==> src/rtl/fra_pkg.sv <==
// ----------------------------------------------------------------------------
// fra_pkg
// Shared types and constants for the fraction arithmetic / gcd reduce block.
// ----------------------------------------------------------------------------
package fra_pkg;

  localparam int OPERAND_WIDTH_DEF = 16;
  localparam int OUT_W             = 34;

  typedef enum logic [1:0] {
    OP_ADD = 2'd0,
    OP_SUB = 2'd1,
    OP_MUL = 2'd2,
    OP_DIV = 2'd3
  } op_e;

  // product slots, in the order the multiplier produces them
  typedef enum logic [1:0] {
    PR_LN_RD = 2'd0,
    PR_RN_LD = 2'd1,
    PR_LD_RD = 2'd2,
    PR_LN_RN = 2'd3
  } prod_e;

  typedef enum logic [2:0] {
    ST_IDLE,
    ST_MUL,
    ST_COMB,
    ST_GCD,
    ST_DIV,
    ST_DONE
  } state_e;

  typedef struct packed {
    logic  load;
    logic  mul_en;
    prod_e mul_sel;
    logic  comb;
    logic  gcd_step;
    logic  div_init;
    logic  div_step;
    logic  finish;
  } cmd_t;

  typedef struct packed {
    logic zero;
    logic gcd_eq;
  } sts_t;

endpackage

==> src/rtl/fra_ctrl.sv <==
// ----------------------------------------------------------------------------
// fra_ctrl
// Sequencer: product phase, combine, binary gcd, quotient phase, write-back.
// ----------------------------------------------------------------------------
module fra_ctrl #(
  parameter int OPERAND_WIDTH = fra_pkg::OPERAND_WIDTH_DEF
) (
  input  logic          clk_i,
  input  logic          rst_ni,
  input  logic          start,
  output logic          busy,
  output logic          done_o,
  output fra_pkg::cmd_t cmd_o,
  input  fra_pkg::sts_t sts_i
);
  import fra_pkg::*;

  localparam int VW    = 2 * OPERAND_WIDTH + 1;
  localparam int CNT_W = $clog2(VW);

  state_e             state_q, state_d;
  logic [CNT_W-1:0]   cnt_q, cnt_d;
  logic               done_q;

  always_ff @(posedge clk_i or negedge rst_ni) begin
    if (!rst_ni) begin
      state_q <= ST_IDLE;
      cnt_q   <= '0;
      done_q  <= 1'b0;
    end else begin
      state_q <= state_d;
      cnt_q   <= cnt_d;
      done_q  <= cmd_o.finish;
    end
  end

  always_comb begin
    state_d = state_q;
    cnt_d   = cnt_q;
    case (state_q)
      ST_IDLE: begin
        cnt_d = '0;
        if (start) begin
          state_d = ST_MUL;
        end
      end
      ST_MUL: begin
        cnt_d = cnt_q + CNT_W'(1);
        if (cnt_q == CNT_W'(3)) begin
          state_d = ST_COMB;
        end
      end
      ST_COMB: begin
        state_d = ST_GCD;
      end
      ST_GCD: begin
        cnt_d = '0;
        if (sts_i.zero) begin
          state_d = ST_DONE;
        end else if (sts_i.gcd_eq) begin
          state_d = ST_DIV;
        end
      end
      ST_DIV: begin
        cnt_d = cnt_q + CNT_W'(1);
        if (cnt_q == CNT_W'(VW - 1)) begin
          state_d = ST_DONE;
        end
      end
      ST_DONE: begin
        state_d = ST_IDLE;
      end
      default: begin
        state_d = ST_IDLE;
      end
    endcase
  end

  always_comb begin
    cmd_o         = '0;
    cmd_o.mul_sel = prod_e'(cnt_q[1:0]);
    case (state_q)
      ST_IDLE: cmd_o.load   = start;
      ST_MUL:  cmd_o.mul_en = 1'b1;
      ST_COMB: cmd_o.comb   = 1'b1;
      ST_GCD: begin
        if (!sts_i.zero) begin
          cmd_o.div_init = sts_i.gcd_eq;
          cmd_o.gcd_step = !sts_i.gcd_eq;
        end
      end
      ST_DIV:  cmd_o.div_step = 1'b1;
      ST_DONE: cmd_o.finish   = 1'b1;
      default: cmd_o = '0;
    endcase
  end

  assign busy   = (state_q != ST_IDLE);
  assign done_o = done_q;

endmodule

==> src/rtl/fra_dp.sv <==
// ----------------------------------------------------------------------------
// fra_dp
// Datapath: shared multiplier, combine, binary gcd and two restoring dividers.
// ----------------------------------------------------------------------------
module fra_dp #(
  parameter int OPERAND_WIDTH = fra_pkg::OPERAND_WIDTH_DEF
) (
  input  logic                             clk_i,
  input  fra_pkg::cmd_t                    cmd_i,
  output fra_pkg::sts_t                    sts_o,
  input  logic [1:0]                       req_type_i,
  input  logic signed [OPERAND_WIDTH-1:0]  left_num_i,
  input  logic signed [OPERAND_WIDTH-1:0]  left_den_i,
  input  logic signed [OPERAND_WIDTH-1:0]  right_num_i,
  input  logic signed [OPERAND_WIDTH-1:0]  right_den_i,
  output logic signed [fra_pkg::OUT_W-1:0] raw_num_o,
  output logic signed [fra_pkg::OUT_W-1:0] raw_den_o,
  output logic signed [fra_pkg::OUT_W-1:0] red_num_o,
  output logic signed [fra_pkg::OUT_W-1:0] red_den_o
);
  import fra_pkg::*;

  localparam int W  = OPERAND_WIDTH;
  localparam int PW = 2 * W;
  localparam int VW = 2 * W + 1;

  op_e                 op_q;
  logic signed [W-1:0] ln_q, ld_q, rn_q, rd_q;
  logic signed [PW-1:0] p_q [4];

  logic signed [W-1:0]  mul_a, mul_b;
  logic signed [PW-1:0] prod;

  logic signed [VW-1:0] num_c, den_c;
  logic signed [VW-1:0] num_q, den_q;
  logic                 zero_q;

  logic [VW-1:0] a_q, b_q, n_q, d_q;
  logic [VW-1:0] rem_n_q, rem_d_q;
  logic [VW:0]   sh_n, sh_d;
  logic          q_n, q_d;

  logic signed [VW-1:0] red_num_c, red_den_c;

  logic signed [OUT_W-1:0] raw_num_q, raw_den_q, red_num_q, red_den_q;

  always_comb begin
    case (cmd_i.mul_sel)
      PR_LN_RD: begin mul_a = ln_q; mul_b = rd_q; end
      PR_RN_LD: begin mul_a = rn_q; mul_b = ld_q; end
      PR_LD_RD: begin mul_a = ld_q; mul_b = rd_q; end
      PR_LN_RN: begin mul_a = ln_q; mul_b = rn_q; end
      default:  begin mul_a = ln_q; mul_b = rd_q; end
    endcase
  end

  assign prod = PW'(mul_a) * PW'(mul_b);

  always_comb begin
    den_c = VW'(p_q[PR_LD_RD]);
    case (op_q)
      OP_ADD: num_c = VW'(p_q[PR_LN_RD]) + VW'(p_q[PR_RN_LD]);
      OP_SUB: num_c = VW'(p_q[PR_LN_RD]) - VW'(p_q[PR_RN_LD]);
      OP_MUL: num_c = VW'(p_q[PR_LN_RN]);
      OP_DIV: begin
        num_c = VW'(p_q[PR_LN_RD]);
        den_c = VW'(p_q[PR_RN_LD]);
      end
      default: num_c = VW'(p_q[PR_LN_RD]);
    endcase
  end

  // restoring division of n and d by the odd gcd part, one quotient bit a cycle
  assign sh_n = {rem_n_q, n_q[VW-1]};
  assign sh_d = {rem_d_q, d_q[VW-1]};
  assign q_n  = (sh_n >= {1'b0, a_q});
  assign q_d  = (sh_d >= {1'b0, a_q});

  always_ff @(posedge clk_i) begin
    if (cmd_i.load) begin
      op_q <= op_e'(req_type_i);
      ln_q <= left_num_i;
      ld_q <= left_den_i;
      rn_q <= right_num_i;
      rd_q <= right_den_i;
    end
    if (cmd_i.mul_en) begin
      p_q[cmd_i.mul_sel] <= prod;
    end
    if (cmd_i.comb) begin
      num_q  <= num_c;
      den_q  <= den_c;
      zero_q <= (num_c == '0) || (den_c == '0);
      a_q    <= num_c[VW-1] ? $unsigned(-num_c) : $unsigned(num_c);
      b_q    <= den_c[VW-1] ? $unsigned(-den_c) : $unsigned(den_c);
      n_q    <= num_c[VW-1] ? $unsigned(-num_c) : $unsigned(num_c);
      d_q    <= den_c[VW-1] ? $unsigned(-den_c) : $unsigned(den_c);
    end
    if (cmd_i.gcd_step) begin
      // common factor of two is divided out of the operands right away
      if (!a_q[0] && !b_q[0]) begin
        a_q <= a_q >> 1;
        b_q <= b_q >> 1;
        n_q <= n_q >> 1;
        d_q <= d_q >> 1;
      end else if (!a_q[0]) begin
        a_q <= a_q >> 1;
      end else if (!b_q[0]) begin
        b_q <= b_q >> 1;
      end else if (a_q > b_q) begin
        a_q <= (a_q - b_q) >> 1;
      end else begin
        b_q <= (b_q - a_q) >> 1;
      end
    end
    if (cmd_i.div_init) begin
      rem_n_q <= '0;
      rem_d_q <= '0;
    end
    if (cmd_i.div_step) begin
      rem_n_q <= q_n ? VW'(sh_n - {1'b0, a_q}) : sh_n[VW-1:0];
      rem_d_q <= q_d ? VW'(sh_d - {1'b0, a_q}) : sh_d[VW-1:0];
      n_q     <= {n_q[VW-2:0], q_n};
      d_q     <= {d_q[VW-2:0], q_d};
    end
    if (cmd_i.finish) begin
      raw_num_q <= OUT_W'(num_q);
      raw_den_q <= OUT_W'(den_q);
      red_num_q <= OUT_W'(red_num_c);
      red_den_q <= OUT_W'(red_den_c);
    end
  end

  assign red_num_c = zero_q ? num_q : (num_q[VW-1] ? -$signed(n_q) : $signed(n_q));
  assign red_den_c = zero_q ? den_q : (den_q[VW-1] ? -$signed(d_q) : $signed(d_q));

  assign sts_o.zero   = zero_q;
  assign sts_o.gcd_eq = (a_q == b_q);

  assign raw_num_o = raw_num_q;
  assign raw_den_o = raw_den_q;
  assign red_num_o = red_num_q;
  assign red_den_o = red_den_q;

endmodule

==> src/rtl/fraction_arith_reduce.sv <==
// ----------------------------------------------------------------------------
// fraction_arith_reduce
// Signed fraction add/sub/mul/div with gcd reduction of the result.
//
//   channel   | handshake              | word
//   ----------+------------------------+--------------------------------------
//   request   | start (in), busy (out) | req_type_i, left/right num/den _i
//   result    | done_o (1-cycle pulse) | raw_num_o, raw_den_o, red_num_o,
//             |                        | red_den_o
//
// A request word is taken on a clock edge with start high and busy low.
// Four products go through one shared multiplier, then a combine step forms
// the raw pair. If either raw value is zero, the gcd and quotient phases are
// skipped. Otherwise a binary gcd runs until both magnitudes agree, and the
// quotient phase then divides both magnitudes by their gcd.
// Reset returns the sequencer to idle.
// The result cannot be stalled; it is held on the ports until the next one.
// ----------------------------------------------------------------------------
module fraction_arith_reduce #(
  parameter int OPERAND_WIDTH = fra_pkg::OPERAND_WIDTH_DEF
) (
  input  logic                             clk_i,
  input  logic                             rst_ni,
  input  logic                             start,
  output logic                             busy,
  input  logic [1:0]                       req_type_i,
  input  logic signed [OPERAND_WIDTH-1:0]  left_num_i,
  input  logic signed [OPERAND_WIDTH-1:0]  left_den_i,
  input  logic signed [OPERAND_WIDTH-1:0]  right_num_i,
  input  logic signed [OPERAND_WIDTH-1:0]  right_den_i,
  output logic                             done_o,
  output logic signed [fra_pkg::OUT_W-1:0] raw_num_o,
  output logic signed [fra_pkg::OUT_W-1:0] raw_den_o,
  output logic signed [fra_pkg::OUT_W-1:0] red_num_o,
  output logic signed [fra_pkg::OUT_W-1:0] red_den_o
);
  import fra_pkg::*;

  cmd_t cmd;
  sts_t sts;

  fra_ctrl #(
    .OPERAND_WIDTH(OPERAND_WIDTH)
  ) u_ctrl (
    .clk_i (clk_i),
    .rst_ni(rst_ni),
    .start (start),
    .busy  (busy),
    .done_o(done_o),
    .cmd_o (cmd),
    .sts_i (sts)
  );

  fra_dp #(
    .OPERAND_WIDTH(OPERAND_WIDTH)
  ) u_dp (
    .clk_i      (clk_i),
    .cmd_i      (cmd),
    .sts_o      (sts),
    .req_type_i (req_type_i),
    .left_num_i (left_num_i),
    .left_den_i (left_den_i),
    .right_num_i(right_num_i),
    .right_den_i(right_den_i),
    .raw_num_o  (raw_num_o),
    .raw_den_o  (raw_den_o),
    .red_num_o  (red_num_o),
    .red_den_o  (red_den_o)
  );

`ifndef ASSERT_OFF
  a_accept_busy: assert property (@(posedge clk_i) disable iff (!rst_ni)
    start && !busy |=> busy && !done_o)
    else $error("accepted word did not start a run");

  a_done_idle: assert property (@(posedge clk_i) disable iff (!rst_ni)
    done_o |-> !busy)
    else $error("result strobe while a run is active");

  a_div_after_gcd: assert property (@(posedge clk_i) disable iff (!rst_ni)
    cmd.div_init |-> sts.gcd_eq && !sts.zero)
    else $error("quotient phase started before gcd settled");

  a_finish_strobe: assert property (@(posedge clk_i) disable iff (!rst_ni)
    cmd.finish |=> done_o && !busy)
    else $error("write-back not followed by result strobe");
`endif

endmodule

==> config.mk <==
export PLATFORM = sky130hd
export DESIGN_NAME = fraction_arith_reduce
export DESIGN_NICKNAME = d
export VERILOG_FILES = /design/src/rtl/fra_pkg.sv /design/src/rtl/fra_ctrl.sv /design/src/rtl/fra_dp.sv /design/src/rtl/fraction_arith_reduce.sv
export SDC_FILE = /design/constraint.sdc
export NUM_CORES = 2
export LEC_CHECK = 0
export BUFFER_PORTS_ARGS = -buffer_cell sky130_fd_sc_hd__buf_4
export CORE_MARGIN = 2
export CORE_UTILIZATION = 45
export DETAILED_ROUTE_END_ITERATION = 10
export RECOVER_POWER = 25
export SLEW_MARGIN = 20
export SYNTH_ARGS = -nofsm -noshare
export SYNTH_HDL_FRONTEND = slang
export SYNTH_SLANG_ARGS = --single-unit
export TNS_END_PERCENT = 100
==> constraint.sdc <==
create_clock -name clk_i -period 11.65 [get_ports clk_i]
set_input_delay 1.165 -clock clk_i [delete_from_list [all_inputs] [get_ports clk_i]]
set_output_delay 1.165 -clock clk_i [all_outputs]
set_load 0.03 [all_outputs]
==> flow_metrics.env <==
export IMPL_slew_headroom_pct=-263
export IMPL_start_util_pct=45.5
export IMPL_fin_crit_ns=9.77
export IMPL_die_h_um=326
export IMPL_setup_viol=0
export IMPL_r2r_cells=28
export IMPL_max_freq_mhz=102
export IMPL_die_area_um2=106000
export IMPL_worst_slew_pin_slew_ns=5.44
export IMPL_grt_pass1_wl_um=227000
export IMPL_path_common_cell="fa_1"
export IMPL_synth_edff_count=457
export IMPL_hold_violations=0
export IMPL_placed_cell_area_um2=49400
export IMPL_grtUsageTotal_pct=27.8
export IMPL_rrSetupSlack_ns=1.88
export IMPL_num_nets_final=5665
export IMPL_async_reset_ff_share_pct=1.67
export IMPL_finalCritPeriodShare_pct=83.8
export IMPL_avgSynthCellArea_um2=9.34
export IMPL_min_path_cells=0
export IMPL_mostFrequentLayoutCell="nand2_1"
export IMPL_area_delta_synth_final_pct=11.2
export IMPL_synth_nets=5577
export IMPL_crit_fanout=19
export IMPL_ys_ff_latch=599
export IMPL_hold_path_class="register to register"
export IMPL_min_from="u_dp.den_q[7]$_DFFE_PP_"
export IMPL_cts_resized=0
export IMPL_crit_slowest_cell="o21ai_1"
export IMPL_violations="max-capacitance violations, max-slew violations"
export IMPL_grt_max_degree=121
export IMPL_slew_violations=252
export IMPL_drtPass1Iterations=6
export IMPL_ios=207
export IMPL_antenna_found_initial=7
export IMPL_drive_above_1_share_pct=8.24
export IMPL_r2r_start="u_ctrl.state_q[2]$_DFFE_PN0P_"
export IMPL_slowest_delay_ns=0.75
export IMPL_holdPathEnd="u_dp.raw_den_o[7]$_DFFE_PP_"
export IMPL_rows=117
export IMPL_clock_skew_ns=0.0545
export IMPL_place_hpwl_um=116000
export IMPL_cts_buffers_inserted=74
export IMPL_stdcell_area_um2=51800
export IMPL_maxCapViolCount=4
export IMPL_grt_pass1_vias=37008
export IMPL_htreeDepth=3
export IMPL_synth_distinct_cells=102
export IMPL_clockRootBuffer="clkbuf_16"
export IMPL_postCtsHoldBufs=0
export IMPL_die_x_um=326
export IMPL_route_detailed_drc=0
export IMPL_insertion_delay_ns=0.69
export IMPL_n_fill_cell=9600
export IMPL_drt_iter0_markers=3720
export IMPL_io_buffers=206
export IMPL_tritoncts="yes"
export IMPL_mostFrequentLayoutCells="525 x nand2_1, 457 x edfxtp_1, 451 x nor2_1"
export IMPL_crit_path_start_kind="register"
export IMPL_outcome="finished, violations left"
export IMPL_wl_per_cell_um=23.2
export IMPL_clockBufferDepth=3
export IMPL_cp_required_ns=12.01
export IMPL_criticalPathCategory="register to register"
export IMPL_core_area_um2=102000
export IMPL_setup_tns_ns=0
export IMPL_yosysSeqAreaShare_pct=35.7
export IMPL_vias=37867
export IMPL_grt_overflow=0
export IMPL_synth_cell_area_um2=46500
export IMPL_critPathTopFamily="adder cells"
export IMPL_synthFlopType="edfxtp_1"
export IMPL_cts_sinks=599
export IMPL_synthCells=4983
export IMPL_clkTransAtPathRegs_ns=0.06
export IMPL_gp_congestion=0.963
export IMPL_r2r_end="u_dp.p_q[3][31]$_DFFE_PP_"
export IMPL_endpoint_kind="register"
export IMPL_cp_arrival_ns=10.13
export IMPL_grt_setup_unrepaired="no"
export IMPL_post_cts_buffers=0
export IMPL_ant_nets=0
export IMPL_yosysWarnings=0
export IMPL_final_util_pct=50.7
export IMPL_path_buf_inv=4
export IMPL_wl_um=151000
export IMPL_via_per_inst=5.82
-- per-layer routing --
metal,up-vias,routed length (um),track usage (%)
li1,17756,-,-
met1,18316,62900,36.3
met2,1464,69500,45.6
met3,329,10300,4.24
met4,2,7860,13.0
met5,-,16,0
-- registers in the layout, indices dropped and copies added, names as in the netlist, 32 cells and up --
| register | cells |
|---|---|
| u_dp.a_q | 33 |
| u_dp.b_q | 33 |
| u_dp.d_q | 33 |
| u_dp.den_q | 32 |
| u_dp.n_q | 33 |
| u_dp.num_q | 33 |
| u_dp.p_q | 128 |
| u_dp.raw_den_o | 32 |
| u_dp.raw_num_o | 33 |
| u_dp.red_den_o | 33 |
| u_dp.red_num_o | 33 |
| u_dp.rem_d_q | 33 |
| u_dp.rem_n_q | 33 |
-- worst max path at each step --
| stage | start | to | cells after the start |
|---|---|---|---|
| after floorplan | u_ctrl.state_q[2]$_DFFE_PN0P_ | u_dp.p_q[0][29]$_DFFE_PP_ | 31 |
| after global placement | u_ctrl.state_q[2]$_DFFE_PN0P_ | u_dp.p_q[0][31]$_DFFE_PP_ | 29 |
| after detailed placement | u_ctrl.state_q[2]$_DFFE_PN0P_ | u_dp.p_q[3][31]$_DFFE_PP_ | 29 |
| after CTS | u_ctrl.state_q[2]$_DFFE_PN0P_ | u_dp.p_q[2][31]$_DFFE_PP_ | 29 |
| after global routing | u_ctrl.state_q[2]$_DFFE_PN0P_ | u_dp.p_q[3][31]$_DFFE_PP_ | 30 |
| final | u_ctrl.state_q[2]$_DFFE_PN0P_ | u_dp.p_q[3][31]$_DFFE_PP_ | 28 |
-- metrics by stage --
step,cells,hold WS [ns],setup WS (ns)
3_5_place_dp,6363,0.433,1.88
5_1_grt,6501,0.458,1.26
6_report,6502,0.432,1.88
3_3_place_gp,6363,0.432,2.13
4_1_cts,6501,0.303,1.87
2_1_floorplan,4983,0.422,2.99
-- layout make-up --
class	count	area (um2)	area share (%)
Antenna cell	1	2.50	0.00483
Clock buffer	88	1930	3.74
Clock inverter	50	659	1.27
Inverter	455	1710	3.30
Multi-Input combinational cell	3668	27300	52.7
Sequential cell	599	16600	32.1
Tap cell	1368	1710	3.31
Timing Repair Buffer	273	1870	3.60
-- Yosys cell counts, drive strengths merged (61+ instances only) --
library cell / count / area (um2)
nand3: 75 / 375
nor2: 454 / 1700
a211oi: 63 / 478
fa: 267 / 5350
o21ai: 314 / 1580
inv: 452 / 1700
mux2i: 81 / 811
edfxtp: 457 / 13700
a21oi: 368 / 1850
o31ai: 63 / 492
nand2: 527 / 1980
ha: 258 / 3230
xor2: 120 / 1050
xnor2: 179 / 1570
clkbuf: 213 / 801
a21o: 110 / 826
dfxtp: 132 / 2640
nor3: 61 / 327
-- cells by family after synthesis --
kind of cell    share of synthesized area [%]
simple gates                             14.0
compound gates                           18.3
buf+inv                                  5.93
flops                                    35.7
fa+ha+maj                                18.4
xor+xnor                                 5.63
mux                                      2.03
Power is left out: the tool's default activity adds up to more than one toggle a clock period on the data nets, which glitch-free logic cannot reach.
